`src/rtl/hac_pkg.sv`:
```
// shared types, codes and helper functions for the hex/raw/binary text converter
package hac_pkg;

    localparam int CHAR_W      = 8;
    localparam int FMT_W       = 2;
    localparam int CFG_NUM     = 2;
    localparam int CFG_IDX_W   = 1;
    localparam int POS_W       = 3;
    localparam int QUEUE_DEPTH = 2;

    // format register codes
    localparam logic [FMT_W-1:0] FMT_HEX = 2'd0;
    localparam logic [FMT_W-1:0] FMT_RAW = 2'd1;
    localparam logic [FMT_W-1:0] FMT_BIN = 2'd2;

    // register indexes
    localparam logic [CFG_IDX_W-1:0] CFG_INPUT_FORMAT  = 1'b0;
    localparam logic [CFG_IDX_W-1:0] CFG_OUTPUT_FORMAT = 1'b1;

    // character codes
    localparam logic [CHAR_W-1:0] CH_END   = 8'h24;
    localparam logic [CHAR_W-1:0] CH_ZERO  = 8'h30;
    localparam logic [CHAR_W-1:0] CH_ONE   = 8'h31;
    localparam logic [CHAR_W-1:0] CH_CR    = 8'h0D;
    localparam logic [CHAR_W-1:0] CH_LF    = 8'h0A;
    localparam logic [CHAR_W-1:0] CH_UP_A  = 8'h41;
    localparam logic [CHAR_W-1:0] CH_UP_F  = 8'h46;
    localparam logic [CHAR_W-1:0] HEX_HIGH = 8'h37;  // 'A' - 10

    // how the back end expands one byte
    typedef enum logic [1:0] {
        MODE_SINGLE,
        MODE_HEX,
        MODE_BIN
    } mode_t;

    typedef struct packed {
        mode_t             mode;
        logic [CHAR_W-1:0] data;
    } job_t;

    // format value 3 acts as raw
    function automatic logic [FMT_W-1:0] norm_format(input logic [FMT_W-1:0] f);
        logic [FMT_W-1:0] r;
        r = (f == 2'd3) ? FMT_RAW : f;
        return r;
    endfunction

    function automatic mode_t fmt_mode(input logic [FMT_W-1:0] f);
        mode_t m;
        unique case (f)
            FMT_HEX: m = MODE_HEX;
            FMT_BIN: m = MODE_BIN;
            default: m = MODE_SINGLE;
        endcase
        return m;
    endfunction

    function automatic logic [CHAR_W-1:0] hex_value(input logic [CHAR_W-1:0] c);
        logic [CHAR_W-1:0] v;
        if (c >= CH_UP_A && c <= CH_UP_F)
            v = c - HEX_HIGH;
        else
            v = c - CH_ZERO;
        return v;
    endfunction

    function automatic logic [CHAR_W-1:0] hex_char(input logic [3:0] nib);
        logic [CHAR_W-1:0] ch;
        if (nib < 4'd10)
            ch = CH_ZERO + {4'd0, nib};
        else
            ch = HEX_HIGH + {4'd0, nib};
        return ch;
    endfunction

endpackage

```
`src/rtl/hex_ascii_binary_text_converter.sv`:
```
// top level of the hex/raw/binary text converter
//
// input channel: in_valid/in_stall/in_char, one character code per transfer.
// output channel: out_valid/out_stall/out_char/last_of_run, one character per
//   transfer; last_of_run marks the final character caused by an input item.
// config: cfg_we with cfg_index 0 (input_format) or 1 (output_format) and
//   cfg_data; formats are 0 hex, 1 raw, 2 binary (3 acts as raw). write only
//   while no item is in flight.
// path: a result passes through the job queue, then the output register, after
//   the input transfer that completes its byte.
// throughput: the front end takes one character per cycle while the job
//   queue has room; the back end emits one character per cycle while the
//   receiver does not stall, and an item yields one character (raw, echo, '$'),
//   two (hex output) or eight (binary output). that serializer sets the rate.
// CR and LF are dropped; '$' clears the packing state and emits a line feed.
// reset: formats go to hex, packing state clears, queue and output empty.
// when the receiver stalls, the output register holds its character, the back
//   end stops, and once the queue fills in_stall rises.
module hex_ascii_binary_text_converter
    import hac_pkg::*;
#(
    parameter int QDEPTH = QUEUE_DEPTH
)
(
    input  logic                 clk,
    input  logic                 rst_n,
    input  logic                 cfg_we,
    input  logic [CFG_IDX_W-1:0] cfg_index,
    input  logic [FMT_W-1:0]     cfg_data,
    input  logic                 in_valid,
    output logic                 in_stall,
    input  logic [CHAR_W-1:0]    in_char,
    output logic                 out_valid,
    input  logic                 out_stall,
    output logic [CHAR_W-1:0]    out_char,
    output logic                 last_of_run
);

    // jobs from the front end into the queue
    logic push;
    job_t push_job;
    logic q_full;

    // head of the queue toward the back end
    logic head_valid;
    job_t head_job;
    logic pop;

    hac_front u_front (
        .clk       (clk),
        .rst_n     (rst_n),
        .cfg_we    (cfg_we),
        .cfg_index (cfg_index),
        .cfg_data  (cfg_data),
        .in_valid  (in_valid),
        .in_stall  (in_stall),
        .in_char   (in_char),
        .q_full    (q_full),
        .push      (push),
        .push_job  (push_job)
    );

    hac_queue #(
        .DEPTH (QDEPTH)
    ) u_queue (
        .clk        (clk),
        .rst_n      (rst_n),
        .push       (push),
        .push_job   (push_job),
        .pop        (pop),
        .full       (q_full),
        .head_valid (head_valid),
        .head_job   (head_job)
    );

    // serializer with its own output register
    hac_back u_back (
        .clk         (clk),
        .rst_n       (rst_n),
        .head_valid  (head_valid),
        .head_job    (head_job),
        .pop         (pop),
        .out_valid   (out_valid),
        .out_stall   (out_stall),
        .out_char    (out_char),
        .last_of_run (last_of_run)
    );

endmodule

```
`src/rtl/hac_front.sv`:
```
// front end: config registers, character classification and byte packing
module hac_front
    import hac_pkg::*;
(
    input  logic                 clk,
    input  logic                 rst_n,
    input  logic                 cfg_we,
    input  logic [CFG_IDX_W-1:0] cfg_index,
    input  logic [FMT_W-1:0]     cfg_data,
    input  logic                 in_valid,
    output logic                 in_stall,
    input  logic [CHAR_W-1:0]    in_char,
    input  logic                 q_full,
    output logic                 push,
    output job_t                 push_job
);

    logic [FMT_W-1:0]  in_fmt_reg;
    logic [FMT_W-1:0]  out_fmt_reg;
    logic [POS_W-1:0]  pos_reg, pos_next;
    logic [CHAR_W-1:0] packed_reg, packed_next;

    logic [FMT_W-1:0]  fi, fo;
    logic              accept;
    logic [CHAR_W-1:0] hex_byte;
    logic [CHAR_W-1:0] bin_mask;
    logic [CHAR_W-1:0] bin_byte;

    assign in_stall = q_full;
    assign accept   = in_valid && !q_full;
    assign fi       = norm_format(in_fmt_reg);
    assign fo       = norm_format(out_fmt_reg);
    assign hex_byte = {packed_reg[3:0], 4'd0} + hex_value(in_char);
    assign bin_mask = 8'h80 >> pos_reg;
    assign bin_byte = (in_char == CH_ONE) ? (packed_reg | bin_mask) : packed_reg;

    always_comb
    begin
        push        = 1'b0;
        push_job    = '{mode: MODE_SINGLE, data: in_char};
        pos_next    = pos_reg;
        packed_next = packed_reg;
        if (accept)
        begin
            if (in_char == CH_CR || in_char == CH_LF)
            begin
                push = 1'b0;
            end
            else if (in_char == CH_END)
            begin
                push        = 1'b1;
                push_job    = '{mode: MODE_SINGLE, data: CH_LF};
                pos_next    = '0;
                packed_next = '0;
            end
            else if (fi == fo)
            begin
                push = 1'b1;
            end
            else if (fi == FMT_HEX)
            begin
                if (pos_reg == '0)
                begin
                    packed_next = hex_value(in_char);
                    pos_next    = POS_W'(1);
                end
                else
                begin
                    push        = 1'b1;
                    push_job    = '{mode: fmt_mode(fo), data: hex_byte};
                    pos_next    = '0;
                    packed_next = '0;
                end
            end
            else if (fi == FMT_BIN)
            begin
                if (pos_reg != '1)
                begin
                    packed_next = bin_byte;
                    pos_next    = pos_reg + POS_W'(1);
                end
                else
                begin
                    push        = 1'b1;
                    push_job    = '{mode: fmt_mode(fo), data: bin_byte};
                    pos_next    = '0;
                    packed_next = '0;
                end
            end
            else
            begin
                // raw input, packing state untouched
                push     = 1'b1;
                push_job = '{mode: fmt_mode(fo), data: in_char};
            end
        end
    end

    always_ff @(posedge clk or negedge rst_n)
    begin
        if (!rst_n)
        begin
            in_fmt_reg  <= FMT_HEX;
            out_fmt_reg <= FMT_HEX;
            pos_reg     <= '0;
            packed_reg  <= '0;
        end
        else
        begin
            pos_reg    <= pos_next;
            packed_reg <= packed_next;
            if (cfg_we && cfg_index == CFG_INPUT_FORMAT)
                in_fmt_reg <= cfg_data;
            if (cfg_we && cfg_index == CFG_OUTPUT_FORMAT)
                out_fmt_reg <= cfg_data;
        end
    end

endmodule

```
`src/rtl/hac_queue.sv`:
```
// short job queue between front end and back end
module hac_queue
    import hac_pkg::*;
#(
    parameter int DEPTH = QUEUE_DEPTH
)
(
    input  logic clk,
    input  logic rst_n,
    input  logic push,
    input  job_t push_job,
    input  logic pop,
    output logic full,
    output logic head_valid,
    output job_t head_job
);

    localparam int PTR_W = (DEPTH > 1) ? $clog2(DEPTH) : 1;
    localparam int CNT_W = $clog2(DEPTH + 1);

    job_t             store_reg [DEPTH];
    logic [PTR_W-1:0] wr_ptr_reg, wr_ptr_next;
    logic [PTR_W-1:0] rd_ptr_reg, rd_ptr_next;
    logic [CNT_W-1:0] count_reg, count_next;

    function automatic logic [PTR_W-1:0] ptr_inc(input logic [PTR_W-1:0] p);
        logic [PTR_W-1:0] r;
        r = (p == PTR_W'(DEPTH - 1)) ? '0 : p + PTR_W'(1);
        return r;
    endfunction

    assign full       = (count_reg == CNT_W'(DEPTH));
    assign head_valid = (count_reg != '0);
    assign head_job   = store_reg[rd_ptr_reg];

    always_comb
    begin
        wr_ptr_next = push ? ptr_inc(wr_ptr_reg) : wr_ptr_reg;
        rd_ptr_next = pop ? ptr_inc(rd_ptr_reg) : rd_ptr_reg;
        count_next  = count_reg + CNT_W'(push) - CNT_W'(pop);
    end

    always_ff @(posedge clk or negedge rst_n)
    begin
        if (!rst_n)
        begin
            wr_ptr_reg <= '0;
            rd_ptr_reg <= '0;
            count_reg  <= '0;
        end
        else
        begin
            wr_ptr_reg <= wr_ptr_next;
            rd_ptr_reg <= rd_ptr_next;
            count_reg  <= count_next;
        end
    end

    always_ff @(posedge clk)
    begin
        if (push)
            store_reg[wr_ptr_reg] <= push_job;
    end

endmodule

```
`src/rtl/hac_back.sv`:
```
// back end: expands one byte job into characters through an output register
module hac_back
    import hac_pkg::*;
(
    input  logic              clk,
    input  logic              rst_n,
    input  logic              head_valid,
    input  job_t              head_job,
    output logic              pop,
    output logic              out_valid,
    input  logic              out_stall,
    output logic [CHAR_W-1:0] out_char,
    output logic              last_of_run
);

    logic              busy_reg, busy_next;
    job_t              job_reg, job_next;
    logic [POS_W-1:0]  idx_reg, idx_next;
    logic              ov_reg, ov_next;
    logic [CHAR_W-1:0] oc_reg, oc_next;
    logic              ol_reg, ol_next;

    job_t              cur;
    logic              cur_valid;
    logic              advance;
    logic [CHAR_W-1:0] cur_char;
    logic              cur_last;
    logic [3:0]        nib;
    logic              bit_val;

    assign cur       = busy_reg ? job_reg : head_job;
    assign cur_valid = busy_reg || head_valid;
    assign advance   = !ov_reg || !out_stall;
    assign pop       = advance && !busy_reg && head_valid;
    assign nib       = idx_reg[0] ? cur.data[3:0] : cur.data[7:4];
    assign bit_val   = cur.data[3'd7 - idx_reg];

    always_comb
    begin
        unique case (cur.mode)
            MODE_HEX:
            begin
                cur_char = hex_char(nib);
                cur_last = idx_reg[0];
            end
            MODE_BIN:
            begin
                cur_char = bit_val ? CH_ONE : CH_ZERO;
                cur_last = (idx_reg == '1);
            end
            default:
            begin
                cur_char = cur.data;
                cur_last = 1'b1;
            end
        endcase
    end

    always_comb
    begin
        busy_next = busy_reg;
        job_next  = job_reg;
        idx_next  = idx_reg;
        ov_next   = ov_reg;
        oc_next   = oc_reg;
        ol_next   = ol_reg;
        if (advance)
        begin
            ov_next = cur_valid;
            if (cur_valid)
            begin
                oc_next = cur_char;
                ol_next = cur_last;
                job_next = cur;
                if (cur_last)
                begin
                    busy_next = 1'b0;
                    idx_next  = '0;
                end
                else
                begin
                    busy_next = 1'b1;
                    idx_next  = idx_reg + POS_W'(1);
                end
            end
        end
    end

    always_ff @(posedge clk or negedge rst_n)
    begin
        if (!rst_n)
        begin
            busy_reg <= 1'b0;
            idx_reg  <= '0;
            ov_reg   <= 1'b0;
        end
        else
        begin
            busy_reg <= busy_next;
            idx_reg  <= idx_next;
            ov_reg   <= ov_next;
        end
    end

    always_ff @(posedge clk)
    begin
        job_reg <= job_next;
        oc_reg  <= oc_next;
        ol_reg  <= ol_next;
    end

    assign out_valid   = ov_reg;
    assign out_char    = oc_reg;
    assign last_of_run = ol_reg;

endmodule

```
`config.mk`:
```
export PLATFORM = sky130hd
export DESIGN_NAME = hex_ascii_binary_text_converter
export DESIGN_NICKNAME = d
export VERILOG_FILES = /design/src/rtl/hac_pkg.sv /design/src/rtl/hex_ascii_binary_text_converter.sv /design/src/rtl/hac_front.sv /design/src/rtl/hac_queue.sv /design/src/rtl/hac_back.sv
export SDC_FILE = /design/constraint.sdc
export NUM_CORES = 1
export LEC_CHECK = 0
export ABC_CLOCK_PERIOD_IN_PS = 4900
export BUFFER_PORTS_ARGS = -buffer_cell sky130_fd_sc_hd__buf_2
export CORE_AREA = 3 3 111 113
export CTS_CLUSTER_SIZE = 8
export DETAILED_ROUTE_END_ITERATION = 16
export DIE_AREA = 0 0 114 116
export PLACE_DENSITY_LB_ADDON = 0.08
export SETUP_SLACK_MARGIN = 0.4
export SLEW_MARGIN = 20
export SYNTH_ARGS = -nofsm -noshare
export SYNTH_HDL_FRONTEND = slang
export SYNTH_SLANG_ARGS = --single-unit
```
`constraint.sdc`:
```
create_clock -name clk -period 4.9 [get_ports clk]
set_input_delay 0 -clock clk [delete_from_list [all_inputs] [get_ports clk]]
set_output_delay 0 -clock clk [all_outputs]
set_load 0.02 [all_outputs]
```
==> results of run 1 <==
==> through the flow <==
| step | cells | worst slack, ns | area (sq um) | hold slack (ns) |
|---|---|---|---|---|
| floorplan | 356 | 2.22 | 3960 | -0.296 |
| detailed placement | 511 | 1.55 | 4210 | 0.0476 |
| CTS | 531 | 1.88 | 4560 | 0.0292 |
| global placement | 511 | 1.64 | 4210 | 0.0499 |
| finish | 531 | 1.86 | 4560 | 0.0407 |
| global route | 531 | 1.47 | 4560 | 0.0386 |
==> placed cells by master (no fill, tap or decap), types with 3 or more instances in the layout <==
master / n
mux2i_1: 6
nand4_1: 5
buf_2: 26
a221o_1: 3
o211ai_1: 3
nand3_1: 10
xnor2_1: 9
nor2b_1: 7
nand2b_1: 7
and2_1: 5
clkinv_2: 3
nor2_1: 12
o21a_1: 3
nand2_1: 35
a31oi_1: 3
dlygate4sd3_1: 4
a22o_1: 5
o221ai_1: 5
o21ai_0: 16
a32o_1: 3
mux4_2: 5
clkbuf_16: 10
edfxtp_1: 39
a21o_1: 3
xor2_1: 4
a41oi_1: 7
a21oi_1: 14
ha_1: 23
inv_1: 20
dfrtp_1: 24
mux2_2: 14
nor3_1: 3
==> cells in the mapped netlist, drive strengths merged, types with 3 or more instances <==
library cell | instances | share of area
a21o | 3 | 0.0057
a21oi | 14 | 0.018
a221o | 3 | 0.0076
a22o | 5 | 0.011
a31o | 3 | 0.0066
a31oi | 3 | 0.0047
a32o | 3 | 0.0076
a41oi | 7 | 0.015
and2 | 5 | 0.0079
buf | 5 | 0.0073
clkbuf | 10 | 0.0095
dfrtp | 24 | 0.15
edfxtp | 39 | 0.30
ha | 23 | 0.073
inv | 20 | 0.019
mux2 | 18 | 0.053
mux2i | 6 | 0.015
mux4 | 6 | 0.035
nand2 | 35 | 0.033
nand2b | 7 | 0.011
nand3 | 10 | 0.013
nand4 | 5 | 0.0079
nor2 | 12 | 0.011
nor2b | 7 | 0.011
nor3 | 4 | 0.0063
o211ai | 3 | 0.0057
o21a | 3 | 0.0057
o21ai | 19 | 0.027
o221ai | 5 | 0.011
xnor2 | 9 | 0.020
xor2 | 4 | 0.0088
==> repair_timing <==
action                                 4_1_cts  5_1_grt
hold buffers                                 4        0
endpoints found under the hold margin       30        0
setup buffers                                0        0
==> where the power goes <==
part / switching, mW / internal [mW] / total (mW)
clock network: 0.232 / 0.422 / 0.654
logic: 0.676 / 0.525 / 1.20
registers: 0.177 / 0.844 / 1.02
total: 1.08 / 1.79 / 2.88
==> per-layer routing <==
layer	GRT usage	up-vias	part of all wire
li1	-	1417	-
met2	0.226	80	0.43
met1	0.244	1479	0.50
met3	0.0319	12	0.054
met5	0	-	0
met4	0.0713	0	0.017
==> cell type report <==
| type | instances | share of cell area |
|---|---|---|
| inverter | 20 | 0.0165 |
| multi-input combinational | 258 | 0.450 |
| tap | 143 | 0.0393 |
| sequential | 63 | 0.389 |
| timing repair buffer | 31 | 0.0390 |
| clock inverter | 4 | 0.00988 |
| clock buffer | 12 | 0.0566 |
==> kinds of logic (layout without fill, tap and decap cells) <==
logic type	Yosys count	in the layout	synth area share
XOR/XNOR	14	14	0.0344
AO/OA/AOI/OAI	88	88	0.163
multiplexers	30	30	0.103
adder cells (fa/ha/maj)	24	24	0.0777
flip-flops	63	63	0.447
AND/OR/NAND/NOR	102	102	0.139
buffers and inverters	35	67	0.0357
==> worst max-delay path, delay by kind of cell <==
family / cells / cell delay [ns]
xor+xnor: 1 / 0.15
fa+ha+maj: 2 / 0.46
buf+inv: 3 / 0.35
compound gates: 3 / 0.61
simple gates: 3 / 1.13
mux: 1 / 0.41
==> worst paths after layout <==
kind                                           endpoint  slack (ns)  cells past startpoint
worst max-delay path            u_queue.store_reg[1][7]        1.86                     13
worst min-delay path             u_front.out_fmt_reg[1]        0.04                      3
worst max register to register  u_queue.store_reg[0][8]        2.20                      4
worst min register to register    u_front.packed_reg[7]        0.49                      2
max in group asynchronous            u_queue.wr_ptr_reg        4.31                      2
min in group asynchronous            u_front.pos_reg[1]        0.21                      2
==> impl_metrics.toml, run 1 <==
[floorplanning]
fp.dieH_um = 116
die-area_sq_mm = 0.0132
initial_utilization = 0.347
die_x_um = 114
core_area_sq_mm = 0.0114
rows = 39
io_pins = 27

[critical_path]
critPathCaptureType = "register"
r2r-start = "u_front.in_fmt_reg[1]"
crit_fanout = 7
crit_required_ns = 4.98
max_stage_delay_ns = 0.76
path_cells = "buf_2, inv_1, ha_1, nor4bb_1, nand3_1, mux2i_1, inv_1, ha_1, a21o_1, a21oi_1, xnor3_1, nand2_1, a32o_1"
arrival_ns = 3.12
critical_path_class = "in2reg"
critPathLaunchType = "input pin"
slowest_stage = "nor4bb_1"
crit_start = "in_char[4]"

[grt]
grt_antenna_before_repair = 0
grt_pass1_vias = 2923
grt_max_degree = 25
grt_usage = 0.163
overflow = 0
grt_pass1_wl_um = 16300

[synth]
syn_nets = 396
ys_seq_area_frac = 0.447
syn_area_sq_mm = 0.00396
async_flop_share = 0.381
ys_seq_elements = 63
synth_warnings = 0
syn_inst = 356
ys_types = 71
synth_edf_count = 39
yosys_most_used_dff = "edfxtp_1"
avgSynthCellArea_sq_um = 11.1

[routing]
ant_nets = 0
first_iter_violations = 229
route.detailed.drc = 0
avgViaCountPerCell = 5.63
dr.pass1.iters = 5
wl_per_cell_um = 18.9
vias = 2988
postRouteWirelength_um = 10000

[clock_tree]
cts_resized = 0
clk_pin_slew_ns = 0.05
cts_root_buf = "clkbuf_16"
ctsLongestPathBuffers = 2
tritoncts = "done"
clk_latency_ns = 0.33
cts.sinks = 63
numCtsBuffers = 9
cts.htree.levels = 3

[finish]
regArea_sq_mm = 0.00177
nFillCells = 1137
multi_input_area_sq_mm = 0.00205
syn_to_final_growth_pct = 15.0
final_nets = 423
utilization = 0.399
largest_reg_flops = 20
drive_gt1_frac = 0.183
n_antenna_cell = 0

[sta]
fin_crit_sh = 0.621
finalClockSkew_ns = 0.00739
setup_viol = 0
period_needed_ns = 3.04
slew_violations = 0
finalSetupTns_ns = 0
final_hold_viol_count = 0
grt_setup_unrepaired = "no"
max_freq_mhz = 329
max_slew_margin = 0.330
worst_slew_pin_slew_ns = 1.00

[place]
io_buffer_count = 26
dpl.hpwl_um = 7350
routabilityCongestion = 0.846

[run_status]
outcome = "finished, final reports clean"

[pwr]
power.density_mw_per_mm2 = 631
vdd_ir_drop_max_mv = 0.294
power_mw = 2.88
p_leak_nw = 1.82

[worst_hold_path]
hp-class = "in2reg"
worstHoldStart = "cfg_we"

[job]
cap_violations = 0
Power figures use the tool's default switching activity.
==> inputs of run 2 (changes only) <==
- ABC_CLOCK_PERIOD_IN_PS: 4900 -> 2800
- clock period: 4.9 -> 2.8 ns (I/O delays scaled with it)
==> impl_metrics.toml, run 2 (synthesis results as in run 1) <==
[clock_tree]
tritoncts = "done"
ctsLongestPathBuffers = 2
cts_root_buf = "clkbuf_16"
numCtsBuffers = 9
clk_latency_ns = 0.33
cts.sinks = 63
clk_pin_slew_ns = 0.06
cts.htree.levels = 3

[routing]
postRouteWirelength_um = 10300
route.detailed.drc = 0
dr.pass1.iters = 5
ant_nets = 0
wl_per_cell_um = 18.4
vias = 3094
first_iter_violations = 287
avgViaCountPerCell = 5.53

[pwr]
p_seq_frac = 0.326
sw_frac_of_total = 0.373
power_mw = 5.36
p_leak_nw = 1.97
vdd_ir_drop_max_mv = 0.479
comb_power_share = 0.462
power.density_mw_per_mm2 = 1080
clkPwrFrac = 0.212
p_int_mw = 3.36
p_sw_mw = 2.00

[finish]
final_cell_mix = "39 x edfxtp_1, 35 x nand2_1, 30 x buf_4"
drive_gt1_frac = 0.295
stdcell_count = 560
final_nets = 452
n_antenna_cell = 0
largest_reg_flops = 20
final_common_cell = "edfxtp_1"
syn_to_final_growth_pct = 24.6

[critical_path]
critPathCaptureType = "register"
arrival_ns = 2.48
crit_required_ns = 2.88
critPathLaunchType = "register"
crit_fanout = 5
critical_path_class = "reg2reg"

[sta]
finalSetupTns_ns = 0
max_slew_margin = 0.553
finalClockSkew_ns = 0.00843
worst_slew_pin_slew_ns = 0.667
period_needed_ns = 2.40
grt_setup_unrepaired = "yes"
fin_crit_sh = 0.857
max_freq_mhz = 417
final_hold_viol_count = 0
setup_viol = 0
slew_violations = 0

[worst_hold_path]
hp-class = "in2reg"

[floorplanning]
io_pins = 27
rows = 39
core_area_sq_mm = 0.0114
die_x_um = 114
fp.dieH_um = 116
die-area_sq_mm = 0.0132
initial_utilization = 0.347

[run_status]
outcome = "finished, final reports clean"

[grt]
grt_antenna_before_repair = 0
overflow = 0
grt_pass1_wl_um = 16400
grt_pass1_vias = 3057
grt_usage = 0.162
grt_max_degree = 25

[place]
dpl.hpwl_um = 7550
dp.cells = 531
routabilityCongestion = 0.862
io_buffer_count = 26

[job]
cap_violations = 0
==> run 2: cell count changes in the layout (fill, tap and decap cells not counted), moves of 3 or more <==
cell / previous run / this run
inv_1: 20 / 17
ha_4: 0 / 3
ha_1: 23 / 17
ha_2: 0 / 3
buf_4: 1 / 30
==> run 2: per-layer routing <==
layer	vias to the layer above	GRT usage	part of all wire
met5	-	0	0
met4	0	0.0594	0.018
met3	16	0.0345	0.065
met2	118	0.222	0.41
met1	1485	0.249	0.50
li1	1475	-	-
==> run 2: layout make-up <==
| type | instances | area, sq um |
|---|---|---|
| Sequential cell | 63 | 1780 |
| Fill cell | 1081 | 6480 |
| Tap cell | 143 | 179 |
| Clock buffer | 13 | 260 |
| Timing Repair Buffer | 60 | 413 |
| Clock inverter | 3 | 42.5 |
| Inverter | 20 | 90.1 |
| Multi-Input combinational cell | 258 | 2180 |
==> run 2: final timing paths <==
path	to	startpoint	cells past startpoint	slack (ns)
min	u_front.out_fmt_reg[0]	cfg_we	3	0.04
max reg2reg	u_back.out_char[0]	u_queue.rd_ptr_reg	6	0.40
max	u_back.out_char[0]	u_queue.rd_ptr_reg	6	0.40
min in group asynchronous	u_front.packed_reg[4]	rst_n	2	0.22
min reg2reg	u_queue.wr_ptr_reg	u_queue.wr_ptr_reg	1	0.48
max in group asynchronous	u_queue.rd_ptr_reg	rst_n	2	2.14
==> run 2: critical path: stages (launching register included) <==
cell,delay (ns)
dfrtp_4,0.48
buf_4,0.18
mux2_4,0.32
mux4_2,0.54
o21ai_4,0.21
xor2_1,0.09
a221o_1,0.33
==> run 2: metrics by stage <==
stage	hold slack (ns)	setup slack [ns]	utilization	instance area, sq um
after detailed placement	0.0412	0.0105	0.388	4430
after global routing	0.0618	0.365	0.433	4940
after global placement	0.0424	0.0535	0.388	4430
after CTS	0.0297	0.377	0.420	4800
final	0.0386	0.402	0.433	4940
after floorplan	-0.296	0.306	-	4040
==> run 2: timing repair <==
item / CTS / global route
pin swaps: 1 / 7
buffers inserted: 2 / 7
resized for setup: 4 / 22
hold buffers: 4 / 0
hold endpoints to repair: 30 / 0
setup endpoints to repair: 19 / 35
==> run 2: power groups by stage <==
stage / sequential, mW / clock (mW) / combinational, mW
2_1_floorplan: 1.73 / 0 / 1.62
3_3_place_gp: 1.78 / 0 / 2.24
3_5_place_dp: 1.79 / 0 / 2.21
4_1_cts: 1.77 / 1.16 / 2.26
5_1_grt: 1.80 / 1.20 / 2.74
6_report: 1.75 / 1.14 / 2.48
==> inputs of run 3 (changes only) <==
- CAP_MARGIN: not set -> 10
- RECOVER_POWER: not set -> 100
==> impl_metrics.toml, run 3 (synthesis results as in run 1) <==
[run_status]
outcome = "finished, final reports clean"

[routing]
dr.pass1.iters = 5
ant_nets = 0
route.detailed.drc = 0
postRouteWirelength_um = 10300
avgViaCountPerCell = 5.50
first_iter_violations = 221
wl_per_cell_um = 18.4
vias = 3081

[floorplanning]
io_pins = 27
die-area_sq_mm = 0.0132
rows = 39
initial_utilization = 0.347
fp.dieH_um = 116
core_area_sq_mm = 0.0114
die_x_um = 114

[critical_path]
arrival_ns = 2.61
reg2reg_depth = 6
critical_path_class = "reg2reg"
critPathLaunchType = "register"
crit_fanout = 5
crit_required_ns = 2.88
critPathCaptureType = "register"

[sta]
period_needed_ns = 2.53
fin_crit_sh = 0.904
final_hold_viol_count = 0
finalSetupTns_ns = 0
max_slew_margin = 0.0439
finalClockSkew_ns = 0.00699
worst_slew_pin_slew_ns = 1.43
grt_setup_unrepaired = "yes"
max_freq_mhz = 395
setup_viol = 0
slew_violations = 0

[finish]
syn_to_final_growth_pct = 22.0
final_nets = 452
final_common_cell = "edfxtp_1"
n_antenna_cell = 0
largest_reg_flops = 20
final_area_sq_mm = 0.00484
drive_gt1_frac = 0.223
nFillCells = 1103
final_cell_mix = "39 x edfxtp_1, 35 x nand2_1, 23 x dfrtp_1"

[clock_tree]
clk_pin_slew_ns = 0.06
cts_root_buf = "clkbuf_16"
cts.sinks = 63
numCtsBuffers = 9
tritoncts = "done"
cts.htree.levels = 3
ctsLongestPathBuffers = 2
clk_latency_ns = 0.33

[grt]
grt_pass1_wl_um = 16400
grt_usage = 0.162
overflow = 0
grt_antenna_before_repair = 0
grt_max_degree = 25
grt_pass1_vias = 3057

[pwr]
p_int_mw = 3.26
sw_frac_of_total = 0.377
p_sw_mw = 1.98
vdd_ir_drop_max_mv = 0.465
power.density_mw_per_mm2 = 1080
p_leak_nw = 1.89
clkPwrFrac = 0.217
p_seq_frac = 0.333
comb_power_share = 0.449

[place]
place_area_sq_mm = 0.00443
dpl.hpwl_um = 7550
routabilityCongestion = 0.862
io_buffer_count = 26

[job]
cap_violations = 0

[worst_hold_path]
min_path_cells = 3
hp-class = "in2reg"
## run 3: final timing paths
check / startpoint / endpoint / slack [ns]
min in group asynchronous: rst_n / u_front.packed_reg[4] / 0.54
min reg2reg: u_queue.wr_ptr_reg / u_queue.wr_ptr_reg / 0.49
max reg2reg: u_queue.rd_ptr_reg / u_back.out_char[0] / 0.27
max: u_queue.rd_ptr_reg / u_back.out_char[0] / 0.27
min: cfg_we / u_front.out_fmt_reg[0] / 0.04
max in group asynchronous: rst_n / u_queue.rd_ptr_reg / 1.24
## run 3: timing repair
item	CTS	global route
gates resized for setup	4	22
pin swaps	1	7
cloned	0	0
endpoints found under the hold margin	30	0
setup buffers	2	7
hold buffers	4	0
setup endpoints to repair	19	35
## run 3: layout make-up
type | count | area, sq um | area share
Multi-Input combinational cell | 258 | 2120 | 0.439
Tap cell | 143 | 179 | 0.0370
Timing Repair Buffer | 60 | 365 | 0.0755
Sequential cell | 63 | 1780 | 0.367
Clock buffer | 13 | 260 | 0.0538
Clock inverter | 3 | 42.5 | 0.00879
Inverter | 20 | 90.1 | 0.0186
## run 3: stage by stage
stage	total power, mW	worst slack (ns)	cells	util	hold slack, ns
floorplan	3.34	0.306	356	-	-0.296
finish	5.24	0.269	560	0.424	0.0359
detailed placement	4.00	0.0105	531	0.388	0.0412
global route	5.62	0.200	560	0.424	0.0618
CTS	5.19	0.377	553	0.420	0.0297
global placement	4.02	0.0535	531	0.388	0.0424
## run 3: routing by layer
layer | share of wire | vias to the layer above | GRT usage | wire [um]
met4 | 0.021 | 0 | 0.0594 | 214
li1 | - | 1477 | - | -
met3 | 0.059 | 17 | 0.0345 | 607
met2 | 0.41 | 92 | 0.222 | 4220
met1 | 0.51 | 1495 | 0.249 | 5240
met5 | 0 | - | 0 | 0
## run 3: power by group through the flow
stage,Combinational [mW],Sequential [mW],Clock [mW]
4_1_cts,2.26,1.77,1.16
6_report,2.35,1.75,1.14
3_3_place_gp,2.24,1.78,0
5_1_grt,2.62,1.80,1.20
3_5_place_dp,2.21,1.79,0
2_1_floorplan,1.62,1.73,0
## run 3: critical path, cell delays in order (launching register included)
cell and delay, ns:
dfrtp_4 0.42, clkbuf_1 0.34, mux2_4 0.36, mux4_2 0.54, o21ai_4 0.21, xor2_1 0.09
a221o_1 0.33
